File: src/sv/qspd_pkg.sv
// Shared types, character codes and helpers for the query string decoder.
`timescale 1ns / 1ps

package qspd_pkg;

    // Result kinds
    localparam logic [1:0] KIND_KEY   = 2'd0;
    localparam logic [1:0] KIND_VALUE = 2'd1;
    localparam logic [1:0] KIND_END   = 2'd2;

    // Characters with a meaning of their own
    localparam logic [7:0] CH_PERCENT = 8'h25;
    localparam logic [7:0] CH_PLUS    = 8'h2B;
    localparam logic [7:0] CH_AMP     = 8'h26;
    localparam logic [7:0] CH_EQUALS  = 8'h3D;
    localparam logic [7:0] CH_SPACE   = 8'h20;

    // Escape progress
    localparam logic [1:0] PEND_NONE  = 2'd0;
    localparam logic [1:0] PEND_PCT   = 2'd1;
    localparam logic [1:0] PEND_DIGIT = 2'd2;

    // Results one request can cause, and the result queue
    localparam int MAX_RES    = 3;
    localparam int QDEPTH     = 4;
    localparam int QPTR_W     = $clog2(QDEPTH);
    localparam int QCNT_W     = $clog2(QDEPTH + 1);

    typedef struct packed {
        logic [7:0] in_byte;
        logic       in_final;
    } t_in;

    typedef struct packed {
        logic [7:0] out_byte;
        logic [1:0] out_kind;
        logic       out_run_end;
    } t_out;

    function automatic logic [3:0] hex_val(input logic [7:0] c);
        logic [7:0] d;
        d = 8'd0;
        if (c >= 8'h30 && c <= 8'h39) begin
            d = c - 8'h30;
        end else if (c >= 8'h61 && c <= 8'h66) begin
            d = c - 8'h61 + 8'd10;
        end else if (c >= 8'h41 && c <= 8'h46) begin
            d = c - 8'h41 + 8'd10;
        end
        return d[3:0];
    endfunction

    function automatic logic [7:0] plain_byte(input logic [7:0] c);
        return (c == CH_PLUS) ? CH_SPACE : c;
    endfunction

    function automatic t_out mk_res(input logic [1:0] kind, input logic [7:0] b);
        t_out r;
        r.out_byte    = b;
        r.out_kind    = kind;
        r.out_run_end = 1'b0;
        return r;
    endfunction

endpackage

File: src/sv/query_string_percent_decoder.sv
// Top level of the query string decoder: byte parser and result queue.
`timescale 1ns / 1ps
// Results are registered in the result queue and offered in order from its head.
// Throughput: one request per cycle while each causes at most one result and i_stall
//   is low; a request causing two or three results holds input stall high until the
//   four-entry queue, draining one result per cycle while i_stall is low, holds one.
// Reset: synchronous, active low; clears parse state and empties the result queue.
module query_string_percent_decoder
    import qspd_pkg::*;
(
    input  logic i_clk,
    input  logic i_rst_n,
    // request side
    input  logic i_valid,
    output logic o_stall,
    input  t_in  i_in,
    // result side
    output logic o_valid,
    input  logic i_stall,
    output t_out o_out
);

    // ---------------------------------------------------------------
    // Parse state
    // ---------------------------------------------------------------
    logic       r_vp, n_vp;     // in the value part of the pair
    logic       r_ps, n_ps;     // pair has seen at least one byte
    logic [1:0] r_pc, n_pc;     // escape progress
    logic [7:0] r_pd, n_pd;     // byte held after '%'

    // ---------------------------------------------------------------
    // Result queue: small register ring, one read port at the head
    // ---------------------------------------------------------------
    t_out              r_q [QDEPTH];
    logic [QPTR_W-1:0] r_wr_ptr, r_rd_ptr;
    logic [QCNT_W-1:0] r_count;

    t_out       w_res [MAX_RES];
    logic [1:0] w_cnt;          // results caused by the current request
    logic       w_acc;          // request accepted this cycle
    logic       w_pop;          // result taken this cycle

    // Accept only while three free slots are guaranteed, ignoring the pop,
    // so input stall never depends on output stall.
    assign o_stall = (r_count > QCNT_W'(QDEPTH - MAX_RES));
    assign w_acc   = i_valid && !o_stall;
    assign o_valid = (r_count != '0);
    assign w_pop   = o_valid && !i_stall;
    assign o_out   = r_q[r_rd_ptr];

    // ---------------------------------------------------------------
    // Decode one byte: emits are appended to w_res in order
    // ---------------------------------------------------------------
    always_comb begin
        n_vp  = r_vp;
        n_ps  = r_ps;
        n_pc  = r_pc;
        n_pd  = r_pd;
        w_cnt = 2'd0;
        for (int k = 0; k < MAX_RES; k++) begin
            w_res[k] = '0;
        end

        if (i_in.in_byte == CH_AMP) begin
            // close the pair: leftover escape goes out literally
            if (n_pc != PEND_NONE) begin
                w_res[w_cnt] = mk_res(n_vp ? KIND_VALUE : KIND_KEY, CH_PERCENT);
                w_cnt        = w_cnt + 2'd1;
            end
            if (n_pc != PEND_NONE && n_pc != PEND_PCT) begin
                w_res[w_cnt] = mk_res(n_vp ? KIND_VALUE : KIND_KEY, plain_byte(n_pd));
                w_cnt        = w_cnt + 2'd1;
            end
            if (n_ps) begin
                w_res[w_cnt] = mk_res(KIND_END, 8'd0);
                w_cnt        = w_cnt + 2'd1;
            end
            n_pc = PEND_NONE;
            n_pd = 8'd0;
            n_vp = 1'b0;
            n_ps = 1'b0;
        end else begin
            n_ps = 1'b1;
            if (i_in.in_byte == CH_EQUALS && !n_vp) begin
                // key ends: flush any partial escape into the key
                if (n_pc != PEND_NONE) begin
                    w_res[w_cnt] = mk_res(KIND_KEY, CH_PERCENT);
                    w_cnt        = w_cnt + 2'd1;
                end
                if (n_pc != PEND_NONE && n_pc != PEND_PCT) begin
                    w_res[w_cnt] = mk_res(KIND_KEY, plain_byte(n_pd));
                    w_cnt        = w_cnt + 2'd1;
                end
                n_pc = PEND_NONE;
                n_pd = 8'd0;
                n_vp = 1'b1;
            end else if (n_pc == PEND_NONE) begin
                if (i_in.in_byte == CH_PERCENT) begin
                    n_pc = PEND_PCT;
                end else begin
                    w_res[w_cnt] = mk_res(n_vp ? KIND_VALUE : KIND_KEY,
                                          plain_byte(i_in.in_byte));
                    w_cnt        = w_cnt + 2'd1;
                end
            end else if (n_pc == PEND_PCT) begin
                n_pd = i_in.in_byte;
                n_pc = PEND_DIGIT;
            end else begin
                // second digit: combine high and low nibbles
                w_res[w_cnt] = mk_res(n_vp ? KIND_VALUE : KIND_KEY,
                                      {hex_val(n_pd), hex_val(i_in.in_byte)});
                w_cnt        = w_cnt + 2'd1;
                n_pc = PEND_NONE;
                n_pd = 8'd0;
            end

            if (i_in.in_final) begin
                // end of string closes the pair as '&' would
                if (n_pc != PEND_NONE) begin
                    w_res[w_cnt] = mk_res(n_vp ? KIND_VALUE : KIND_KEY, CH_PERCENT);
                    w_cnt        = w_cnt + 2'd1;
                end
                if (n_pc != PEND_NONE && n_pc != PEND_PCT) begin
                    w_res[w_cnt] = mk_res(n_vp ? KIND_VALUE : KIND_KEY, plain_byte(n_pd));
                    w_cnt        = w_cnt + 2'd1;
                end
                w_res[w_cnt] = mk_res(KIND_END, 8'd0);
                w_cnt        = w_cnt + 2'd1;
            end
        end

        if (i_in.in_final) begin
            n_vp = 1'b0;
            n_ps = 1'b0;
            n_pc = PEND_NONE;
            n_pd = 8'd0;
        end

        // mark the last result of this request
        if (w_cnt != 2'd0) begin
            w_res[w_cnt - 2'd1].out_run_end = 1'b1;
        end
    end

    // ---------------------------------------------------------------
    // Registers
    // ---------------------------------------------------------------
    always_ff @(posedge i_clk) begin
        if (!i_rst_n) begin
            r_vp     <= 1'b0;
            r_ps     <= 1'b0;
            r_pc     <= PEND_NONE;
            r_pd     <= 8'd0;
            r_wr_ptr <= '0;
            r_rd_ptr <= '0;
            r_count  <= '0;
        end else begin
            if (w_acc) begin
                r_vp     <= n_vp;
                r_ps     <= n_ps;
                r_pc     <= n_pc;
                r_pd     <= n_pd;
                r_wr_ptr <= r_wr_ptr + QPTR_W'(w_cnt);
            end
            if (w_pop) begin
                r_rd_ptr <= r_rd_ptr + QPTR_W'(1);
            end
            r_count <= r_count + (w_acc ? QCNT_W'(w_cnt) : QCNT_W'(0))
                               - (w_pop ? QCNT_W'(1) : QCNT_W'(0));
        end
    end

    // queue payload needs no reset
    always_ff @(posedge i_clk) begin
        for (int k = 0; k < MAX_RES; k++) begin
            if (w_acc && (k < int'(w_cnt))) begin
                r_q[r_wr_ptr + QPTR_W'(k)] <= w_res[k];
            end
        end
    end

`ifndef SYNTHESIS
    // queue never overfills
    a_no_overflow: assert property (@(posedge i_clk) disable iff (!i_rst_n)
        r_count <= QCNT_W'(QDEPTH))
        else $error("result queue overflow");

    // escape progress never reaches the unused code
    a_pend_code: assert property (@(posedge i_clk) disable iff (!i_rst_n)
        r_pc != 2'd3)
        else $error("bad escape progress");

    // end of string returns the parser to its idle state
    a_final_resets: assert property (@(posedge i_clk) disable iff (!i_rst_n)
        (w_acc && i_in.in_final) |=> (!r_vp && !r_ps && r_pc == PEND_NONE))
        else $error("parse state not cleared after end of string");

    // a final byte other than '&' always closes a pair, so it always causes a result
    a_final_emits: assert property (@(posedge i_clk) disable iff (!i_rst_n)
        (w_acc && i_in.in_final && i_in.in_byte != CH_AMP) |=> (r_count != '0))
        else $error("end of string produced no result");
`endif

endmodule
File: config.mk
export PLATFORM = sky130hd
export DESIGN_NAME = query_string_percent_decoder
export DESIGN_NICKNAME = d
export VERILOG_FILES = /design/src/sv/qspd_pkg.sv /design/src/sv/query_string_percent_decoder.sv
export SDC_FILE = /design/constraint.sdc
export NUM_CORES = 1
export LEC_CHECK = 0
export BUFFER_PORTS_ARGS = -buffer_cell sky130_fd_sc_hd__buf_2
export CAP_MARGIN = 20
export CORE_UTILIZATION = 60
export CTS_BUF_LIST = sky130_fd_sc_hd__clkbuf_2 sky130_fd_sc_hd__clkbuf_4 sky130_fd_sc_hd__clkbuf_8
export DETAILED_ROUTE_END_ITERATION = 8
export PLACE_DENSITY_LB_ADDON = 0.15
export SLEW_MARGIN = 40
export SYNTH_ARGS = -nofsm -noshare
export SYNTH_HDL_FRONTEND = slang
export SYNTH_SLANG_ARGS = --single-unit
File: constraint.sdc
create_clock -name i_clk -period 7.25 [get_ports i_clk]
set_clock_uncertainty 0.05 [all_clocks]
set_input_delay 0.3625 -clock i_clk [delete_from_list [all_inputs] [get_ports i_clk]]
set_output_delay 0.3625 -clock i_clk [all_outputs]
set_load 0.05 [all_outputs]
==> flow_metrics.env <==
export IMPL_cp_data_required_time_ps=7450
export IMPL_cts_resized=0
export IMPL_yosysWarnings=0
export IMPL_fin_tns_setup_ps=0
export IMPL_cts_sinks=65
export IMPL_place_ws_ps=1930
export IMPL_grt_usage=0.341
export IMPL_syn_area_um2=5090
export IMPL_max_freq_mhz=197
export IMPL_critPathKind="in2reg"
export IMPL_clock_latency_ps=360
export IMPL_regArea_um2=1740
export IMPL_dp_hpwl_um=11000
export IMPL_grt_pass1_wl_um=22700
export IMPL_synth_edf_count=44
export IMPL_nets=575
export IMPL_routed_wl_um=14500
export IMPL_multi_input_area_um2=3080
export IMPL_postCtsHoldBufs=0
export IMPL_maxSlewHeadroom=0.422
export IMPL_synthCells=530
export IMPL_cp_end_kind="flop"
export IMPL_cts_max_level=3
export IMPL_initial_utilization=0.620
export IMPL_antenna_found_initial=0
export IMPL_min_delay_start="i_rst_n"
export IMPL_dpl_cell_count=633
export IMPL_finalMaxSlewViolations=0
export IMPL_core_um2=8220
export IMPL_drtIter0Drc=465
export IMPL_reg2reg_from="r_vp"
export IMPL_io_pins=26
export IMPL_ant_nets=0
export IMPL_dr_pass1_iters=5
export IMPL_cts_tree="yes"
export IMPL_synth_flop_cell="edfxtp_1"
export IMPL_cts_buffers=9
export IMPL_setup_violations=0
export IMPL_critPathArrivalTime_ps=5270
export IMPL_cts_clk_slew_worst_paths_ps=80
export IMPL_synth_area_leaders="edfxtp_1 26%, dfxtp_1 8.3%, ha_1 5.4%"
export IMPL_ff2ff_path_depth=21
export IMPL_synth_top_cells_by_count="44 x edfxtp_1, 44 x nor2_1, 41 x nand2_1"
export IMPL_num_rows=33
export IMPL_fin_ws_ps=2180
export IMPL_yosysSeqAreaShare=0.342
export IMPL_vias=4528
export IMPL_syn2layout_area_growth_pct=5.50
export IMPL_regToRegSetupSlack_ps=2230
export IMPL_die_h_um=94.1
export IMPL_worstReg2RegEnd="r_count[2]"
export IMPL_clockBufferDepth=2
export IMPL_min_period_ps=5070
export IMPL_die_w_um=94.1
export IMPL_gp_congestion=1.01
export IMPL_hp_class="in2reg"
export IMPL_dieArea_um2=8860
export IMPL_netlist_cell_type_count=87
export IMPL_gr_total_overflow=0
export IMPL_grt_max_degree=24
export IMPL_avgSynthCellArea_um2=9.61
export IMPL_cap_violations=0
export IMPL_period_share=0.699
export IMPL_worst_pin_slew_ps=856
export IMPL_grt_pass1_vias=4185
export IMPL_path_max_fanout=9
export IMPL_rsz0062_at_grt="false"
export IMPL_peakVddDrop_uv=227
export IMPL_post_cts_buffers=0
export IMPL_power_total_uw=1180
export IMPL_hold_depth=3
export IMPL_ys_seq_elements=65
export IMPL_yosys_area_top_type="edfxtp_1"
export IMPL_whs_endpoint="r_vp"
export IMPL_outcome="completed"
export IMPL_wl_per_cell_um=22.3
export IMPL_cts_root_buffer="clkbuf_8"
export IMPL_synth_nets=566
export IMPL_cp_start_kind="input port"
export IMPL_n_fill_cell=657
export IMPL_drive_gt1_frac=0.160
export IMPL_io_buffers=25
export IMPL_antenna_cells=0
export IMPL_hold_viol=0
export IMPL_final_cells=648
export IMPL_synth_top_area_frac=0.259
export IMPL_power_density_nw_per_um2=220
export IMPL_vias_per_cell=6.99
export IMPL_drcViolationCount=0
export IMPL_async_flop_share=0
export IMPL_leakage_uw=0.00189
critical path, stage by stage:
cell      delay, ps
buf_2           140
inv_1           110
ha_1            290
nand4b_2        230
nor2_4          310
nand2_2         100
inv_2           120
a21oi_1          70
ha_1            310
o21ai_0         340
inv_1           110
ha_1            280
nand2_1          60
o21a_1          170
inv_1            80
ha_1            270
a211o_1         270
a41oi_2         330
inv_1            90
ha_1            320
fa_1            460
xor2_1          170
xnor2_1         120
and2_1          160
routing by layer:
metal | wire length [um] | vias up | GRT usage
met2 | 6930 | 241 | 0.558
met3 | 960 | 36 | 0.0558
met1 | 6190 | 2165 | 0.454
met5 | 0 | - | 0
met4 | 387 | 0 | 0.122
li1 | - | 2086 | -
through the flow:
stage	util	instance area (um^2)	hold slack, ps
detailed placement	0.634	5210	479
global placement	0.634	5210	459
floorplan	-	5090	432
finish	0.654	5370	324
global route	0.654	5370	359
CTS	0.654	5370	330
cell usage in the layout (no fill, tap or decap), drive strengths merged, types with 4 or more instances in the layout:
cell type / Yosys / routed
nor2: 50 / 50
nand4: 4 / 4
nor3: 12 / 12
and2: 13 / 13
o21a: 4 / 4
a31oi: 9 / 9
nor2b: 17 / 17
o31ai: 7 / 7
o21ai: 29 / 29
nand3b: 4 / 4
a21boi: 6 / 6
mux2i: 7 / 7
ha: 22 / 22
a221oi: 26 / 26
and3: 5 / 5
dfxtp: 21 / 21
a21o: 4 / 4
a32oi: 4 / 4
or3: 5 / 5
a22oi: 15 / 15
nand3: 14 / 14
inv: 23 / 23
a21oi: 15 / 15
edfxtp: 44 / 44
o211ai: 5 / 5
mux4: 11 / 11
o32ai: 5 / 5
buf: 20 / 31
clkbuf: 13 / 11
nand2: 42 / 42
a32o: 4 / 4
a211oi: 8 / 8
state kept, by name, indices dropped and copies added, names as in the netlist, named ones only:
name,count
r_rd_ptr,2
r_q,44
r_pd,8
r_ps,1
r_count,3
r_wr_ptr,2
r_pc,2
r_vp,1
power by group:
group          internal (uW)  total (uW)  switching (uW)
Sequential               455         492            37.5
Clock                    127         267             139
Combinational            147         423             277
cell families after synthesis:
family | Yosys count | synth area share
xor gates and xnor gates | 5 | 0.00860
and+or+nand+nor | 191 | 0.209
DFF | 65 | 0.342
adders and majority gates | 23 | 0.0580
AOI/OAI and AO/OA | 171 | 0.265
muxes | 19 | 0.0646
buffers and inverters | 56 | 0.0528
area by class of cell:
cell class	instances	share of cell area
flip-flops and latches	65	0.324
repair buffers	31	0.0317
clock inverters	4	0.00396
well taps	105	0.0245
inverters	23	0.0161
clock buffers	11	0.0258
multi-input cells	409	0.574
worst max path at each step:
stage | from | endpoint | slack, ps | depth (start not counted)
4_1_cts | i_in[2] | r_count[2] | 2280 | 24
3_5_place_dp | i_in[2] | r_count[2] | 1930 | 24
5_1_grt | i_in[2] | r_q[0][7] | 1790 | 21
6_report | i_in[2] | r_count[2] | 2180 | 24
3_3_place_gp | i_in[2] | r_count[2] | 2090 | 24
2_1_floorplan | i_in[2] | r_q[0][0] | 2530 | 18
No activity file was read; power rests on OpenSTA's default activity.
